**config.mk**
```make
export PLATFORM = sky130hd
export DESIGN_NAME = calendar_clock_set_adjust_top
export DESIGN_NICKNAME = d
export VERILOG_FILES = /design/src/hw/rtl/ccsa_pkg.sv /design/src/hw/rtl/ccsa_core.sv /design/src/hw/rtl/calendar_clock_set_adjust_top.sv
export VERILOG_INCLUDE_DIRS = /design/src /design/src/hw/rtl
export SDC_FILE = /design/constraint.sdc
export NUM_CORES = 1
export LEC_CHECK = 0
export ABC_AREA = 0
export BUFFER_PORTS_ARGS = -buffer_cell sky130_fd_sc_hd__buf_2
export CORE_UTILIZATION = 45
export CTS_BUF_LIST = sky130_fd_sc_hd__clkbuf_4
export CTS_CLUSTER_DIAMETER = 200
export CTS_CLUSTER_SIZE = 16
export DETAILED_ROUTE_END_ITERATION = 8
export PLACE_DENSITY = 0.76
export SLEW_MARGIN = 20
export SYNTH_ARGS = -nofsm -noshare
export SYNTH_HDL_FRONTEND = slang
export SYNTH_HIERARCHICAL = 1
export SYNTH_SLANG_ARGS = --single-unit
```
**constraint.sdc**
```tcl
create_clock -name clk_i -period 5.16 [get_ports clk_i]
set_input_delay 1.032 -clock clk_i [delete_from_list [all_inputs] [get_ports clk_i]]
set_output_delay 1.032 -clock clk_i [all_outputs]
set_load 0.01 [all_outputs]
```
**src/hw/rtl/calendar_clock_set_adjust_top_defines.svh**
```systemverilog
// Assertion macros for the calendar clock block
`ifndef CALENDAR_CLOCK_SET_ADJUST_TOP_DEFINES_SVH
`define CALENDAR_CLOCK_SET_ADJUST_TOP_DEFINES_SVH

// Same-cycle implication, sampled on clk_i, off during reset
`define CCSA_ASSERT_IMPL(lbl, ante, cons) \
  lbl: assert property (@(posedge clk_i) disable iff (!rst_ni) (ante) |-> (cons)) \
    else $error("calendar clock assertion failed");

// Next-cycle implication, sampled on clk_i, off during reset
`define CCSA_ASSERT_NEXT(lbl, ante, cons) \
  lbl: assert property (@(posedge clk_i) disable iff (!rst_ni) (ante) |=> (cons)) \
    else $error("calendar clock assertion failed");

`endif

```
**src/hw/rtl/ccsa_pkg.sv**
```systemverilog
// Shared types, constants and the month length table of the calendar clock
`timescale 1ns / 1ps

package ccsa_pkg;

  typedef enum logic [1:0] {
    FUNC_CARRY = 2'd0,
    FUNC_INC   = 2'd1,
    FUNC_DEC   = 2'd2
  } ccsa_func_e;

  typedef enum logic [2:0] {
    FIELD_YEAR   = 3'd0,
    FIELD_MONTH  = 3'd1,
    FIELD_DAY    = 3'd2,
    FIELD_HOUR   = 3'd3,
    FIELD_MINUTE = 3'd4,
    FIELD_SECOND = 3'd5
  } ccsa_field_e;

  localparam logic [13:0] YEAR_MAX   = 14'd9999;
  localparam logic [3:0]  MONTH_MAX  = 4'd12;
  localparam logic [4:0]  HOUR_MAX   = 5'd23;
  localparam logic [5:0]  MINSEC_MAX = 6'd59;

  typedef struct packed {
    logic [13:0] year;
    logic [3:0]  month;
    logic [4:0]  day;
    logic [4:0]  hour;
    logic [5:0]  minute;
    logic [5:0]  second;
  } ccsa_date_t;

  typedef struct packed {
    logic       fire;
    logic [1:0] func;
    logic [2:0] sel;
  } ccsa_cmd_t;

  // Days in a month; codes outside 1..12 count as 31-day months
  function automatic logic [4:0] month_len(input logic [3:0] month, input logic leap);
    logic [4:0] len;
    case (month)
      4'd2:                      len = leap ? 5'd29 : 5'd28;
      4'd4, 4'd6, 4'd9, 4'd11:   len = 5'd30;
      default:                   len = 5'd31;
    endcase
    return len;
  endfunction

endpackage

```
**src/hw/rtl/ccsa_core.sv**
```systemverilog
// Date and time registers with the carry, increment and decrement logic
`timescale 1ns / 1ps

module ccsa_core import ccsa_pkg::*; (
  input  logic       clk_i,
  input  logic       rst_ni,
  input  ccsa_cmd_t  cmd_i,
  output ccsa_date_t date_d_o
);

  localparam logic [6:0] YMOD_LAST = 7'd99;

  ccsa_date_t date_q, date_d;
  // year mod 100 and (year / 100) mod 4, kept alongside the year for the leap test
  logic [6:0] ymod_q, ymod_d;
  logic [1:0] cent_q, cent_d;

  logic       leap;
  logic [4:0] mlen;
  logic [3:0] month_next;
  logic       day_over;

  ccsa_date_t  up_date;
  logic [6:0]  up_ymod;
  logic [1:0]  up_cent;

  assign leap     = (date_q.year[1:0] == 2'd0) && ((ymod_q != 7'd0) || (cent_q == 2'd0));
  assign mlen     = month_len(date_q.month, leap);
  assign day_over = date_q.day > mlen;
  assign month_next = day_over ? date_q.month + 4'd1 : date_q.month;

  // Year advance, wrapping the last year to zero
  always_comb begin
    up_date = date_q;
    up_ymod = ymod_q;
    up_cent = cent_q;
    if (date_q.year >= YEAR_MAX) begin
      up_date.year = 14'd0;
      up_ymod      = 7'd0;
      up_cent      = 2'd0;
    end else begin
      up_date.year = date_q.year + 14'd1;
      if (ymod_q >= YMOD_LAST) begin
        up_ymod = 7'd0;
        up_cent = cent_q + 2'd1;
      end else begin
        up_ymod = ymod_q + 7'd1;
      end
    end
  end

  always_comb begin
    date_d = date_q;
    ymod_d = ymod_q;
    cent_d = cent_q;
    if (cmd_i.fire) begin
      case (cmd_i.func)
        FUNC_CARRY: begin
          if (day_over) date_d.day = 5'd1;
          date_d.month = month_next;
          if (month_next > MONTH_MAX) begin
            date_d.month = 4'd1;
            date_d.year  = up_date.year;
            ymod_d       = up_ymod;
            cent_d       = up_cent;
          end
        end
        FUNC_INC: begin
          case (cmd_i.sel)
            FIELD_YEAR: begin
              date_d.year = up_date.year;
              ymod_d      = up_ymod;
              cent_d      = up_cent;
            end
            FIELD_MONTH:
              date_d.month = (date_q.month >= MONTH_MAX) ? 4'd1 : date_q.month + 4'd1;
            FIELD_DAY:
              date_d.day = (date_q.day >= mlen) ? 5'd1 : date_q.day + 5'd1;
            FIELD_HOUR:
              date_d.hour = (date_q.hour >= HOUR_MAX) ? 5'd0 : date_q.hour + 5'd1;
            FIELD_MINUTE:
              date_d.minute = (date_q.minute >= MINSEC_MAX) ? 6'd0 : date_q.minute + 6'd1;
            FIELD_SECOND:
              date_d.second = (date_q.second >= MINSEC_MAX) ? 6'd0 : date_q.second + 6'd1;
            default: ;
          endcase
        end
        FUNC_DEC: begin
          case (cmd_i.sel)
            FIELD_YEAR: begin
              // hold at year zero
              if (date_q.year != 14'd0) begin
                date_d.year = date_q.year - 14'd1;
                if (ymod_q == 7'd0) begin
                  ymod_d = YMOD_LAST;
                  cent_d = cent_q - 2'd1;
                end else begin
                  ymod_d = ymod_q - 7'd1;
                end
              end
            end
            FIELD_MONTH:
              date_d.month = (date_q.month <= 4'd1) ? MONTH_MAX : date_q.month - 4'd1;
            FIELD_DAY:
              date_d.day = (date_q.day <= 5'd1) ? mlen : date_q.day - 5'd1;
            FIELD_HOUR:
              date_d.hour = (date_q.hour == 5'd0) ? HOUR_MAX : date_q.hour - 5'd1;
            FIELD_MINUTE:
              date_d.minute = (date_q.minute == 6'd0) ? MINSEC_MAX : date_q.minute - 6'd1;
            FIELD_SECOND:
              date_d.second = (date_q.second == 6'd0) ? MINSEC_MAX : date_q.second - 6'd1;
            default: ;
          endcase
        end
        default: ;
      endcase
    end
  end

  always_ff @(posedge clk_i or negedge rst_ni) begin
    if (!rst_ni) begin
      date_q <= '{year: 14'd0, month: 4'd1, day: 5'd1, hour: 5'd0, minute: 6'd0,
                  second: 6'd0};
      ymod_q <= 7'd0;
      cent_q <= 2'd0;
    end else begin
      date_q <= date_d;
      ymod_q <= ymod_d;
      cent_q <= cent_d;
    end
  end

  assign date_d_o = date_d;

endmodule

```
**src/hw/rtl/calendar_clock_set_adjust_top.sv**
```systemverilog
// Top level of the calendar clock: input register, date core, result register
`timescale 1ns / 1ps
`include "calendar_clock_set_adjust_top_defines.svh"

// Calendar clock with set and adjust commands.
// Input channel: func_i and field_sel_i, taken when in_valid_i is high and
// in_stall_o is low. func 0 runs the day-end carry, 1 increments and 2
// decrements the field picked by field_sel_i; other codes change nothing.
// Output channel: all six date and time fields as one word, taken when
// out_valid_o is high and out_stall_i is low. Every input word gives one
// output word, in order.
// A command word passes the input register, then the result register, which
// raises out_valid_o; an output stall can hold it between. Throughput: one
// word per cycle while out_stall_i is low; date registers update in the same
// cycle that the result register loads, so a command sees the last one's date.
// When the receiver stalls, the result register holds its word, the input
// register fills, and in_stall_o rises until the result word is taken.
// Reset sets the date to year 0, month 1, day 1, 00:00:00 and empties
// both registers.
module calendar_clock_set_adjust_top import ccsa_pkg::*; (
  input  logic        clk_i,
  input  logic        rst_ni,
  input  logic        in_valid_i,
  output logic        in_stall_o,
  input  logic [1:0]  func_i,
  input  logic [2:0]  field_sel_i,
  output logic        out_valid_o,
  input  logic        out_stall_i,
  output logic [13:0] year_out_o,
  output logic [3:0]  month_out_o,
  output logic [4:0]  day_out_o,
  output logic [4:0]  hour_out_o,
  output logic [5:0]  minute_out_o,
  output logic [5:0]  second_out_o
);

  logic       in_v_q, in_v_d;
  logic [1:0] func_q;
  logic [2:0] sel_q;
  logic       out_v_q, out_v_d;
  ccsa_date_t res_q;
  ccsa_date_t date_nxt;
  ccsa_cmd_t  cmd;
  logic       out_free;
  logic       in_take;

  assign out_free   = !out_v_q || !out_stall_i;
  assign in_stall_o = in_v_q && !out_free;
  assign in_take    = in_valid_i && !in_stall_o;

  assign cmd.fire = in_v_q && out_free;
  assign cmd.func = func_q;
  assign cmd.sel  = sel_q;

  ccsa_core u_core (
    .clk_i    (clk_i),
    .rst_ni   (rst_ni),
    .cmd_i    (cmd),
    .date_d_o (date_nxt)
  );

  always_comb begin
    in_v_d = in_v_q;
    if (in_take) in_v_d = 1'b1;
    else if (cmd.fire) in_v_d = 1'b0;
    out_v_d = out_v_q;
    if (cmd.fire) out_v_d = 1'b1;
    else if (out_v_q && !out_stall_i) out_v_d = 1'b0;
  end

  always_ff @(posedge clk_i or negedge rst_ni) begin
    if (!rst_ni) begin
      in_v_q  <= 1'b0;
      out_v_q <= 1'b0;
    end else begin
      in_v_q  <= in_v_d;
      out_v_q <= out_v_d;
    end
  end

  // payload registers: load on the handshake, hold otherwise
  always_ff @(posedge clk_i) begin
    if (in_take) begin
      func_q <= func_i;
      sel_q  <= field_sel_i;
    end
    if (cmd.fire) res_q <= date_nxt;
  end

  assign out_valid_o  = out_v_q;
  assign year_out_o   = res_q.year;
  assign month_out_o  = res_q.month;
  assign day_out_o    = res_q.day;
  assign hour_out_o   = res_q.hour;
  assign minute_out_o = res_q.minute;
  assign second_out_o = res_q.second;

  `CCSA_ASSERT_IMPL(a_stall_from_output, in_stall_o, out_v_q && out_stall_i && in_v_q)
  `CCSA_ASSERT_NEXT(a_fire_gives_word, cmd.fire, out_valid_o && (res_q == $past(date_nxt)))
  `CCSA_ASSERT_IMPL(a_month_range, out_valid_o,
                    (month_out_o >= 4'd1) && (month_out_o <= MONTH_MAX))
  `CCSA_ASSERT_IMPL(a_time_range, out_valid_o,
                    (year_out_o <= YEAR_MAX) && (hour_out_o <= HOUR_MAX) && (day_out_o != 5'd0))

endmodule

```
# Yosys cells after proc, flatten, opt, wreduce, memory -nomap -nowiden
# Index checks and enable logic that the tools add are counted.
dict set report totals {
  ff_bits 96
  in_bits 9
  output_inout_bits 42
  elab_cells 141
}
dict set report op_classes {
  addsub 16
  order_cmp 11
  n_eq_ne 17
  mux 52
  reduce_logical 27
}
# cell count
set op_table {}
lappend op_table {{23-bit case mux with 3 select lines} 1}
lappend op_table {{14-bit two-way mux} 4}
lappend op_table {{7-bit two-way mux} 7}
lappend op_table {{6-bit two-way mux} 8}
lappend op_table {{5-bit two-way mux} 9}
lappend op_table {{40-bit two-way mux} 1}
lappend op_table {{17-bit case mux with 2 select lines} 1}
lappend op_table {{7-bit case mux with 3 select lines} 1}
lappend op_table {{4-bit two-way mux} 5}
lappend op_table {{18-bit two-way mux} 1}
lappend op_table {{14-bit by 1-bit adder with 14-bit output (second input constant)} 1}
lappend op_table {{14-bit greater-or-equal comparator (second input constant)} 1}
lappend op_table {{2-bit two-way mux} 7}
lappend op_table {{14-bit nonzero test} 1}
lappend op_table {{14-bit by 1-bit subtractor with 14-bit output (second input constant)} 1}
lappend op_table {{6-bit by 1-bit adder with 6-bit output (second input constant)} 2}
lappend op_table {{6-bit greater-or-equal comparator (second input constant)} 2}
lappend op_table {{6-bit logical NOT} 2}
lappend op_table {{6-bit by 1-bit subtractor with 6-bit output (second input constant)} 2}
lappend op_table {{5-bit by 1-bit adder with 5-bit output (second input constant)} 2}
lappend op_table {{5-bit case mux with 2 select lines} 1}
lappend op_table {{5-bit by 1-bit subtractor with 5-bit output (second input constant)} 2}
lappend op_table {{4-bit by 3-bit equality test with 1-bit output (second input constant)} 2}
lappend op_table {{4-bit equality test (second input constant)} 2}
lappend op_table {{37 further kinds} 57}

# Depth between registers and ports, before layout
# Gate-level depths: netlist of run 1.
dict set report depth {
  ltp_word 11
  depth_mapped 18
}

# By module
# Netlist of run 1, hierarchy kept.
# module instances cells_each area_per_inst_um2
set by_module_without_submodules {}
lappend by_module_without_submodules {ccsa_core 1 644 4780.8}
lappend by_module_without_submodules {calendar_clock_set_adjust_top 1 53 1443.9}

# Worst setup path after synthesis of run 1
# No wires, ideal clock.
dict set report synth_timing {
  path_kind {input port to flip-flop}
  startpoint {input out_stall_i}
  endpoint {register u_core.ymod_q[3]}
  setup_ns 0.129
  arrival_time_ns 5.831
  path_slack_ns -0.799
  stages 10
  cell_sequence {a21boi_0 > nand2b_1 > clkbuf_1 > a31oi_1 > o31ai_4 > or3_1 > buf_4 > buf_2 > a221oi_1 > a21oi_1}
}
dict set report synth_between {
  elab_chain_len 4
}
# element line_no
set synth_rtl {}
lappend synth_rtl {{start: declaration} calendar_clock_set_adjust_top.sv:28} ;# input logic out_stall_i,
lappend synth_rtl {{1-bit logical NOT} calendar_clock_set_adjust_top.sv:47} ;# assign out_free = !out_v_q || !out_stall_i;
lappend synth_rtl {{1-bit logical OR} calendar_clock_set_adjust_top.sv:47}
lappend synth_rtl {{1-bit logical AND} calendar_clock_set_adjust_top.sv:51} ;# assign cmd.fire = in_v_q && out_free;
lappend synth_rtl {{6-bit AND reduction (no line)} n/a}
lappend synth_rtl {{end signal: assignment} ccsa_core.sv:128} ;# ymod_q <= ymod_d;
lappend synth_rtl {{end: declaration} ccsa_core.sv:15} ;# logic [6:0] ymod_q, ymod_d;
# Every way passes these cells.
# A chain may end at the register's enable or synchronous reset.

# Worst setup path in the final report of run 1
dict set report layout_timing {
  startpoint {register u_core.ymod_q[0]}
  endpoint {register u_core.cent_q[0]}
}
dict set report layout_between {
  elab_chain_len 10
}
# element line_no
set layout_rtl {}
lappend layout_rtl {{7-bit nonzero test} ccsa_core.sv:27} ;# assign leap = (date_q.year[1:0] == 2'd0) && ((ymod_q != 7'd0) || (cent_q == 2'd0));
lappend layout_rtl {{1-bit logical OR} ccsa_core.sv:27}
lappend layout_rtl {{1-bit logical AND} ccsa_core.sv:27}
lappend layout_rtl {{1-bit two-way mux} ccsa_pkg.sv:45} ;# 4'd2: len = leap ? 5'd29 : 5'd28;
lappend layout_rtl {{5-bit case mux with 2 select lines} ccsa_pkg.sv:44} ;# case (month)
lappend layout_rtl {{5-bit > comparator} ccsa_core.sv:29} ;# assign day_over = date_q.day > mlen;
lappend layout_rtl {{4-bit two-way mux} ccsa_core.sv:30} ;# assign month_next = day_over ? date_q.month + 4'd1 : date_q.month;
lappend layout_rtl {{4-bit > comparator} ccsa_core.sv:61} ;# if (month_next > MONTH_MAX) begin
lappend layout_rtl {{2-bit by 1-bit inequality test with 1-bit output (no line)} n/a}
lappend layout_rtl {{7-bit AND reduction (no line)} n/a}
lappend layout_rtl {{end signal: assignment} ccsa_core.sv:129} ;# cent_q <= cent_d;
lappend layout_rtl {{end: declaration} ccsa_core.sv:16} ;# logic [1:0] cent_q, cent_d;
# Several ways; a longest one is shown, not always the timed one. The select of a mux whose other input is x is not followed.

==> results.json, run 1 <==
{
  "outcome": "finished, final reports clean",
  "hold_viol": 0,
  "ios": 51,
  "clk_latency_ps": 510,
  "power-per-cell-area_mw_per_mm2": 358,
  "fin_crit_ps": 4880,
  "report.final.slew_viol_count": 0,
  "hpwl_mm": 11.3,
  "ys.flop_type": "dfrtp_1",
  "synth-simple-area-share_pct": 19.9,
  "ys_top_cells_by_area": "edfxtp_1 22%, dfrtp_1 20%, o21ai_0 5.7%",
  "cts_resized": 0,
  "synth.most_common_cell": "o21ai_0",
  "fp.dieW_um": 120,
  "synth_edf_count": 45,
  "synth_top_area_cell": "edfxtp_1",
  "num-fill-cells": 1297,
  "synth_top_family_by_area": "compound AO/OA/AOI/OAI gates",
  "required_ps": 5560,
  "port_buffers": 50,
  "syn-num-nets": 731,
  "rsz0062_at_grt": "false",
  "seqPwrFrac_pct": 48.6,
  "antenna_found_initial": 1,
  "synth.area.mux_share_pct": 1.39,
  "synth_cell_types": 72,
  "wl_mm": 16.1,
  "vdd_drop_max_uv": 147,
  "grt_overflow": 0,
  "cts_hold_buf": 0,
  "worstSetupEndpointType": "flip-flop",
  "syn_to_final_growth_pct": 7.56,
  "max_freq_ghz": 0.205,
  "clock_sinks": 96,
  "synth_warnings": 6,
  "multiInputGateArea_sq_mm": 0.00328,
  "nets": 754,
  "worstSetupPathType": "flip-flop to flip-flop",
  "synth_compound_gate_area_share_pct": 23.5,
  "grt_pass1_wl_mm": 26.4,
  "synthesis.area_sq_mm": 0.00622,
  "critPathMaxFanout": 14,
  "synthAdderAreaFrac_pct": 5.03,
  "gp_congestion": 0.906,
  "wire_per_inst_um": 17.9,
  "period_share_pct": 94.7,
  "grt_pass1_vias": 5322,
  "cts_buffers": 9,
  "cpPeakStageDelay_ps": 570,
  "worst_pin_slew_ps": 930,
  "ys_seq_elements": 96,
  "h-tree-depth": 3,
  "clockBufferDepth": 2,
  "p_int_mw": 1.40,
  "cts_post_setup_buffers_inserted": 0,
  "cp_num_buf_inv": 1,
  "grt_max_degree": 52,
  "vias": 5670,
  "cpMaxStageDelayCell": "or4_1",
  "power_mw": 2.40,
  "yosys.area_share.xor_xnor_pct": 2.67,
  "hold_class": "flip-flop to flip-flop",
  "vias_per_cell": 6.29,
  "path_cells": "inv_1 -> ha_1 -> nand2_1 -> or4_1 -> o21ai_0 -> a21oi_1 -> ha_1 -> nor2b_1 -> o211ai_4 -> or4_4 -> o31ai_4 -> or3_1 -> nor3_1 -> or4_1",
  "fin_setup_tns_ps": 0,
  "yosysTopAreaCellShare_pct": 21.7,
  "path_clk_slew_ps": 160,
  "async_reset_ff_share_pct": 53.1,
  "critPathTopFamily": "simple AND/OR/NAND/NOR gates",
  "die-area_sq_mm": 0.0143,
  "startpoint_type": "flip-flop",
  "seqCellArea_sq_mm": 0.00263,
  "combPwrFrac_pct": 35.0,
  "maxCapViolCount": 0,
  "start_util_pct": 46.6,
  "cts_tree": "yes",
  "die_h_um": 120,
  "ys_top_cells_by_count": "71 x o21ai_0, 70 x nand2_1, 49 x dfrtp_1",
  "root_buffer": "clkbuf_4",
  "drt_iter0_drc": 570,
  "drtPass1Iterations": 5,
  "setup_viol": 0,
  "skew_ps": 32.0,
  "synthCells": 697,
  "syn_avg_cell_area_sq_um": 8.93,
  "power_leakage_nw": 2.63,
  "rows": 42,
  "drive_above_1_share_pct": 12.8,
  "coreArea_sq_mm": 0.0133,
  "cp.arrival_ps": 5290,
  "p_switching_mw": 0.994,
  "switching_share_pct": 41.5,
  "synth_seq_area_share_pct": 42.3,
  "grt_usage_pct": 23.4,
  "drc": 0,
  "p_clk_share_pct": 16.4,
  "slew_headroom_pct": 37.9,
  "antenna_left": 0
}
-- stage by stage --
stage | utilization, % | cells | cell area [sq um] | hold slack [ps] | worst slack (ps)
2_1_floorplan | - | 697 | 6220 | 467 | 361
6_report | 50.2 | 902 | 6700 | 540 | 275
4_1_cts | 50.1 | 901 | 6690 | 541 | 403
3_3_place_gp | 49.2 | 885 | 6570 | 486 | 633
3_5_place_dp | 49.2 | 885 | 6570 | 504 | 438
5_1_grt | 50.2 | 902 | 6700 | 577 | 83.4
-- power by group through the flow --
stage	registers, mW	clock network, mW	logic [mW]
after floorplan	1.08	0	0.684
after global placement	1.16	0	0.792
after detailed placement	1.17	0	0.824
after CTS	1.16	0.409	0.828
after global routing	1.19	0.441	0.926
final	1.16	0.393	0.838
-- layout make-up --
cell class	instances	share of cell area, %
Clock buffer	9	1.01
Antenna cell	1	0.0374
Clock inverter	7	0.897
Tap cell	176	3.29
Sequential cell	96	39.3
Timing Repair Buffer	58	4.63
Inverter	32	1.83
Multi-Input combinational cell	523	49.0
-- flip-flops by register name, summed over array words and instances (netlist names) --
name	flops
day_out_o	5
func_q	2
hour_out_o	5
in_v_q	1
minute_out_o	6
month_out_o	4
out_valid_o	1
second_out_o	6
sel_q	3
u_core/cent_q	2
u_core/date_q	40
u_core/ymod_q	7
year_out_o	14
-- path summary, 6_finish.rpt --
check / startpoint / end / slack (ps) / cells past startpoint
worst max-delay path: u_core/ymod_q[0]$_DFFE_PN0P_ / u_core/cent_q[0]$_DFFE_PN0P_ / 280 / 14
worst min-delay path: u_core/cent_q[1]$_DFFE_PN0P_ / u_core/cent_q[1]$_DFFE_PN0P_ / 540 / 2
worst max register to register: u_core/ymod_q[0]$_DFFE_PN0P_ / u_core/cent_q[0]$_DFFE_PN0P_ / 280 / 14
worst min register to register: u_core/cent_q[1]$_DFFE_PN0P_ / u_core/cent_q[1]$_DFFE_PN0P_ / 540 / 2
max in group asynchronous: rst_ni / u_core/date_q[34]$_DFF_PN0_ / 4040 / 2
min in group asynchronous: rst_ni / u_core/date_q[4]$_DFF_PN0_ / 630 / 2
-- per-layer routing --
metal  up-vias  track usage (%)  part of all wire, %
li1       2656                -                    -
met1      2704             31.1                   44
met2       279             37.0                   47
met3        31             4.13                  7.7
met4         0             11.1                  2.1
met5         -                0                    0
-- cells by family after synthesis --
| group | count (synthesis) |
|---|---|
| adder cells (fa/ha/maj) | 25 |
| AO/OA/AOI/OAI | 223 |
| buffers and inverters | 78 |
| multiplexers | 8 |
| AND/OR/NAND/NOR | 248 |
| flip-flops | 96 |
| XOR/XNOR | 19 |
-- worst register-to-register path: stages, from the launching register on --
cell      delay, ps
dfrtp_1         470
inv_1           130
ha_1            240
nand2_1         110
or4_1           570
o21ai_0         380
a21oi_1         150
ha_1            220
nor2b_1         280
o211ai_4        180
or4_4           510
o31ai_4         430
or3_1           480
nor3_1          120
or4_1           510
-- placed cells by master (no fill, tap or decap), types with 10 or more instances in the layout --
| cell type | netlist | final |
|---|---|---|
| inv_1 | 29 | 29 |
| dfrtp_1 | 49 | 49 |
| a31oi_1 | 12 | 12 |
| nand2_1 | 70 | 70 |
| edfxtp_1 | 45 | 45 |
| nor2_1 | 46 | 46 |
| o22ai_1 | 14 | 14 |
| ha_1 | 25 | 25 |
| o21ai_0 | 71 | 71 |
| buf_2 | 2 | 50 |
| and2_1 | 10 | 10 |
| nand3_1 | 31 | 31 |
| nor3_1 | 21 | 21 |
| xnor2_1 | 10 | 10 |
| nor4_1 | 13 | 13 |
| a21oi_1 | 45 | 45 |
Note: power is estimated with default switching activity, not from simulation.
==> run 2: changes to the inputs <==
--- a/config.mk
+++ b/config.mk
@@ -6,7 +6,7 @@
 export SDC_FILE = /design/constraint.sdc
 export NUM_CORES = 1
 export LEC_CHECK = 0
-export ABC_AREA = 0
+export ABC_AREA = 1
 export BUFFER_PORTS_ARGS = -buffer_cell sky130_fd_sc_hd__buf_2
 export CORE_UTILIZATION = 45
 export CTS_BUF_LIST = sky130_fd_sc_hd__clkbuf_4
==> run 2 against run 1 <==
Against the previous run: non-clock buffer count fell by 2; critical path type unchanged; register-to-register slack improved by 1500 ps; clock-buffer cell count rose by 2.
==> results.json, run 2 <==
{
  "coreArea_sq_mm": 0.0141,
  "report.final.slew_viol_count": 0,
  "startpoint_type": "flip-flop",
  "grt_max_degree": 42,
  "worstSetupEndpointType": "flip-flop",
  "clk_latency_ps": 500,
  "grt_overflow": 0,
  "vias": 6419,
  "ys_top_cells_by_area": "edfxtp_1 20%, dfrtp_1 19%, nand2_1 15%",
  "hold_viol": 0,
  "final_common_cell": "nand2_1",
  "nets": 999,
  "cts_resized": 0,
  "worst_pin_slew_ps": 1000,
  "setup_viol": 0,
  "async_reset_ff_share_pct": 53.1,
  "synthCells": 926,
  "grt_usage_pct": 24.1,
  "syn-num-nets": 960,
  "vias_per_cell": 5.58,
  "path_clk_slew_ps": 150,
  "antennaDiodeCount": 0,
  "regMostFlops": "u_core/date_q",
  "outcome": "finished, final reports clean",
  "hold_class": "input port to async pin",
  "wl_mm": 17.3,
  "num-fill-cells": 1397,
  "yosysTopAreaCellShare_pct": 20.5,
  "required_ps": 5410,
  "hpwl_mm": 12.0,
  "max_freq_ghz": 0.292,
  "cts_post_setup_buffers_inserted": 0,
  "multiInputGateArea_sq_mm": 0.00343,
  "clock_sinks": 96,
  "antenna_found_initial": 0,
  "synthesis.area_sq_mm": 0.00661,
  "drive_above_1_share_pct": 9.28,
  "drt_iter0_drc": 770,
  "drc": 0,
  "skew_ps": 20.4,
  "die_h_um": 123,
  "synth_warnings": 6,
  "grt_pass1_vias": 5763,
  "syn_avg_cell_area_sq_um": 7.13,
  "syn_to_final_growth_pct": 8.37,
  "power-per-cell-area_mw_per_mm2": 376,
  "critPathMaxFanout": 12,
  "drtPass1Iterations": 8,
  "port_buffers": 50,
  "root_buffer": "clkbuf_4",
  "reg_top3": "u_core/date_q (40), year_out_o (14), u_core/ymod_q (7)",
  "place_inst": 1134,
  "h-tree-depth": 3,
  "power_mw": 2.69,
  "mostFrequentLayoutCells": "257 x nand2_1, 114 x inv_1, 104 x nand3_1",
  "period_share_pct": 66.3,
  "cts_hold_buf": 0,
  "worstSetupPathType": "flip-flop to flip-flop",
  "antenna_left": 0,
  "synth_cell_types": 49,
  "rows": 43,
  "fin_crit_ps": 3420,
  "synth_edf_count": 45,
  "synth_top_area_cell": "edfxtp_1",
  "cts_tree": "yes",
  "ys_top_cells_by_count": "257 x nand2_1, 114 x inv_1, 104 x nand3_1",
  "instances_no_fill": 1150,
  "rsz0062_at_grt": "false",
  "dpl_cell_area_sq_mm": 0.00702,
  "synth.most_common_cell": "nand2_1",
  "ios": 51,
  "grt_pass1_wl_mm": 28.4,
  "clockBufferDepth": 2,
  "ys.flop_type": "dfrtp_1",
  "finalInstanceArea_sq_mm": 0.00716,
  "wire_per_inst_um": 15.0,
  "maxCapViolCount": 0,
  "cp.arrival_ps": 3670,
  "cts_buffers": 9,
  "synth_seq_area_share_pct": 39.8,
  "seqCellArea_sq_mm": 0.00263,
  "power_leakage_nw": 3.40,
  "slew_headroom_pct": 32.8,
  "gp_congestion": 0.929,
  "die-area_sq_mm": 0.0152,
  "fin_setup_tns_ps": 0,
  "vdd_drop_max_uv": 231,
  "start_util_pct": 46.9,
  "fp.dieW_um": 123,
  "largest_reg_flops": 40,
  "ys_seq_elements": 96
}
-- run 2: cells by family (layout without fill, tap and decap cells) --
| kind of cell | after synthesis | after routing | synth area share [%] |
|---|---|---|---|
| simple gates | 504 | 504 | 32.8 |
| buf+inv | 144 | 188 | 8.41 |
| compound gates | 142 | 142 | 12.3 |
| flops | 96 | 96 | 39.8 |
| fa+ha+maj | 25 | 25 | 4.74 |
| xor+xnor | 15 | 15 | 1.99 |
-- run 2: path summary, 6_finish.rpt --
path,cells after the start,slack [ps],startpoint,endpoint
max,20,1740,u_core/ymod_q[0]$_DFFE_PN0P_,year_out_o[9]$_DFFE_PP_
min,1,380,rst_ni,u_core/date_q[39]$_DFF_PN0_
max reg2reg,20,1740,u_core/ymod_q[0]$_DFFE_PN0P_,year_out_o[9]$_DFFE_PP_
min reg2reg,2,500,u_core/cent_q[0]$_DFFE_PN0P_,u_core/cent_q[0]$_DFFE_PN0P_
max in group asynchronous,2,3910,rst_ni,u_core/date_q[29]$_DFF_PN0_
min in group clk_i,2,500,u_core/cent_q[0]$_DFFE_PN0P_,u_core/cent_q[0]$_DFFE_PN0P_
-- run 2: per-stage QoR --
stage	utilization (%)	hold WS [ps]	setup slack [ps]
final	50.8	385	1740
after global routing	50.8	385	1310
after CTS	50.8	392	1750
after detailed placement	49.8	468	1790
after global placement	49.8	468	1870
after floorplan	-	449	626
-- run 2: worst max-delay path: stages, from the launching register on --
cell	delay, ps
dfrtp_1	460
inv_1	140
ha_1	220
nand3_1	110
nor2_1	210
nand2_1	80
nand2_1	80
nand2_1	50
nand2_1	80
inv_1	40
ha_1	270
nand2_1	170
nand3_4	130
nand2_1	120
nand2_2	100
nor2_8	140
nand2_4	130
a21oi_4	340
inv_1	160
nand2_1	80
nand2_1	70
-- run 2: routing by layer --
layer,part of all wire (%),global-route usage (%),vias up
met3,8.2,5.67,42
met2,45,37.8,301
met4,2.3,8.06,0
met1,44,32.7,2935
met5,0,0,-
li1,-,-,3141
-- run 2: final cells by class --
cell class	count	area share, %
clock inverters	5	0.822
clock buffers	11	1.15
inverters	116	6.08
repair buffers	56	4.13
well taps	180	3.15
multi-input cells	686	47.9
flip-flops and latches	96	36.7
-- run 2: power by group --
group          switching, mW  total, mW  internal (mW)
Sequential             0.197       1.17          0.975
Clock                  0.258      0.417          0.159
Combinational          0.721       1.10          0.382
Total                   1.18       2.69           1.52
==> run 3: changes to the inputs <==
--- a/config.mk
+++ b/config.mk
@@ -13,7 +13,7 @@
 export CTS_CLUSTER_DIAMETER = 200
 export CTS_CLUSTER_SIZE = 16
 export DETAILED_ROUTE_END_ITERATION = 8
-export PLACE_DENSITY = 0.76
+export PLACE_DENSITY = 0.74
 export SLEW_MARGIN = 20
 export SYNTH_ARGS = -nofsm -noshare
 export SYNTH_HDL_FRONTEND = slang
==> constraint.sdc (replaced) <==
create_clock -name clk_i -period 3.38 [get_ports clk_i]
set_input_delay 0.676 -clock clk_i [delete_from_list [all_inputs] [get_ports clk_i]]
set_output_delay 0.676 -clock clk_i [all_outputs]
set_load 0.01 [all_outputs]
==> run 3 against run 2 <==
Against the previous run: design area increased by 2.5%; flip-flop and latch count unchanged; worst hold slack got worse by 270 ps; critical endpoint is now year_out_o[12]$_DFFE_PP_.
==> results.json, run 3 (synthesis gave the netlist of run 2 again) <==
{
  "worstSetupEndpointType": "flip-flop",
  "antenna_found_initial": 0,
  "drc": 0,
  "h-tree-depth": 3,
  "start_util_pct": 46.9,
  "period_share_pct": 91.5,
  "antenna_left": 0,
  "grt_pass1_vias": 5738,
  "drive_above_1_share_pct": 11.6,
  "wl_mm": 17.1,
  "startpoint_type": "flip-flop",
  "vias": 6375,
  "num-fill-cells": 1392,
  "reg_top3": "u_core/date_q (40), year_out_o (14), u_core/ymod_q (7)",
  "die-area_sq_mm": 0.0152,
  "rows": 43,
  "drtPass1Iterations": 5,
  "critPathMaxFanout": 7,
  "clockBufferDepth": 2,
  "grt_pass1_wl_mm": 28.0,
  "hold_viol": 0,
  "dpl_cell_area_sq_mm": 0.00710,
  "post-place-ws_ps": 86.3,
  "die_h_um": 123,
  "path_clk_slew_ps": 170,
  "required_ps": 3640,
  "antennaDiodeCount": 0,
  "cts_buffers": 9,
  "syn_to_final_growth_pct": 11.1,
  "power-per-cell-area_mw_per_mm2": 573,
  "critPathTopFamily": "simple AND/OR/NAND/NOR gates",
  "outcome": "finished, final reports clean",
  "seqCellArea_sq_mm": 0.00263,
  "grt-busiest-layer": "met2",
  "fp.dieW_um": 123,
  "finalInstanceArea_sq_mm": 0.00734,
  "worstSetupPathType": "flip-flop to flip-flop",
  "vdd_drop_max_uv": 335,
  "crit_path_frequent_cell": "nand2_1",
  "nets": 1016,
  "regMostFlops": "u_core/date_q",
  "cp.arrival_ps": 3350,
  "report.final.slew_viol_count": 0,
  "multiInputGateArea_sq_mm": 0.00347,
  "port_buffers": 50,
  "grt_overflow": 0,
  "coreArea_sq_mm": 0.0141,
  "grt_usage_pct": 23.8,
  "hold_class": "input port to async pin",
  "worst_pin_slew_ps": 930,
  "rsz0062_at_grt": "false",
  "clock_sinks": 96,
  "fin_crit_ps": 3090,
  "grt_max_degree": 39,
  "skew_ps": 22.6,
  "setup_viol": 0,
  "cpMaxStageDelayCell": "dfrtp_2",
  "clk_latency_ps": 510,
  "ios": 51,
  "wire_per_inst_um": 14.7,
  "use_met2_pct": 39.0,
  "power_leakage_nw": 3.49,
  "path_cells": "inv_1 -> ha_2 -> nand3_1 -> nor2_2 -> nand2_1 -> nand2_1 -> nand2_1 -> nand2_1 -> inv_1 -> ha_1 -> nand2_2 -> nand3_4 -> nand2_1 -> nand2_2 -> nor2_8 -> nand2_4 -> a21oi_4 -> inv_1 -> nand2_1 -> nand2_1",
  "max_freq_ghz": 0.323,
  "maxCapViolCount": 0,
  "fin_setup_tns_ps": 0,
  "grt_use_met1_pct": 31.2,
  "setup_slack_ps": 288,
  "vias_per_cell": 5.46,
  "cts_tree": "yes",
  "drt_iter0_drc": 617,
  "largest_reg_flops": 40,
  "use_met3_pct": 5.26,
  "final_common_cell": "nand2_1",
  "slew_headroom_pct": 37.5,
  "hpwl_mm": 12.0,
  "cpPeakStageDelay_ps": 440,
  "cp_num_buf_inv": 3,
  "mostFrequentLayoutCells": "255 x nand2_1, 114 x inv_1, 103 x nand3_1",
  "gp_congestion": 0.990,
  "root_buffer": "clkbuf_4"
}
==> run 3: path summary, 6_finish.rpt <==
path / start / end / slack (ps) / depth (start not counted)
max: u_core/ymod_q[0]$_DFFE_PN0P_ / year_out_o[12]$_DFFE_PP_ / 290 / 20
min: rst_ni / u_core/date_q[9]$_DFF_PN0_ / 110 / 1
max reg2reg: u_core/ymod_q[0]$_DFFE_PN0P_ / year_out_o[12]$_DFFE_PP_ / 290 / 20
min reg2reg: u_core/cent_q[1]$_DFFE_PN0P_ / u_core/cent_q[1]$_DFFE_PN0P_ / 500 / 2
max in group asynchronous: rst_ni / u_core/date_q[17]$_DFF_PN1_ / 2420 / 2
min in group clk_i: field_sel_i[0] / sel_q[0]$_DFFE_PP_ / 330 / 1
==> run 3: area by class of cell <==
type / count / area share (%)
clock buffer: 9 / 0.921
inverter: 116 / 5.93
tap: 180 / 3.07
sequential: 96 / 35.9
timing repair buffer: 73 / 6.11
clock inverter: 7 / 0.836
multi-input combinational: 686 / 47.3
==> run 3: worst register-to-register path, delay by kind of cell, from the launching register on <==
kind                     cells  cell delay (ps)
AO/OA/AOI/OAI                1              210
adder cells (fa/ha/maj)      2              480
buffers and inverters        3              280
flip-flops                   1              440
AND/OR/NAND/NOR             14             1410
==> run 3: repair_timing <==
| item | CTS | global route |
|---|---|---|
| hold endpoints to repair | 0 | 0 |
| hold buffers | 0 | 0 |
| buffers inserted | 0 | 6 |
| gates resized for setup | 0 | 10 |
| setup endpoints to repair | 0 | 40 |
==> run 3: stage by stage <==
stage / util, % / cells / power [mW] / hold slack [ps]
floorplan: - / 926 / 3.02 / 380
global placement: 50.4 / 1145 / 3.48 / 465
detailed placement: 50.4 / 1145 / 3.49 / 469
CTS: 51.3 / 1161 / 4.11 / 110
global route: 52.1 / 1167 / 4.56 / 134
finish: 52.1 / 1167 / 4.20 / 110
==> run 3: layer usage <==
| metal | routed length (um) | vias up |
|---|---|---|
| li1 | - | 3165 |
| met1 | 7750 | 2942 |
| met2 | 7940 | 242 |
| met3 | 1140 | 26 |
| met4 | 308 | 0 |
| met5 | 0 | - |
==> run 3: report_power, final <==
part           internal, mW  switching (mW)  leakage (nW)
combinational         0.687            1.18          2.34
clock                 0.167           0.439        0.0724
sequential             1.49           0.241          1.08
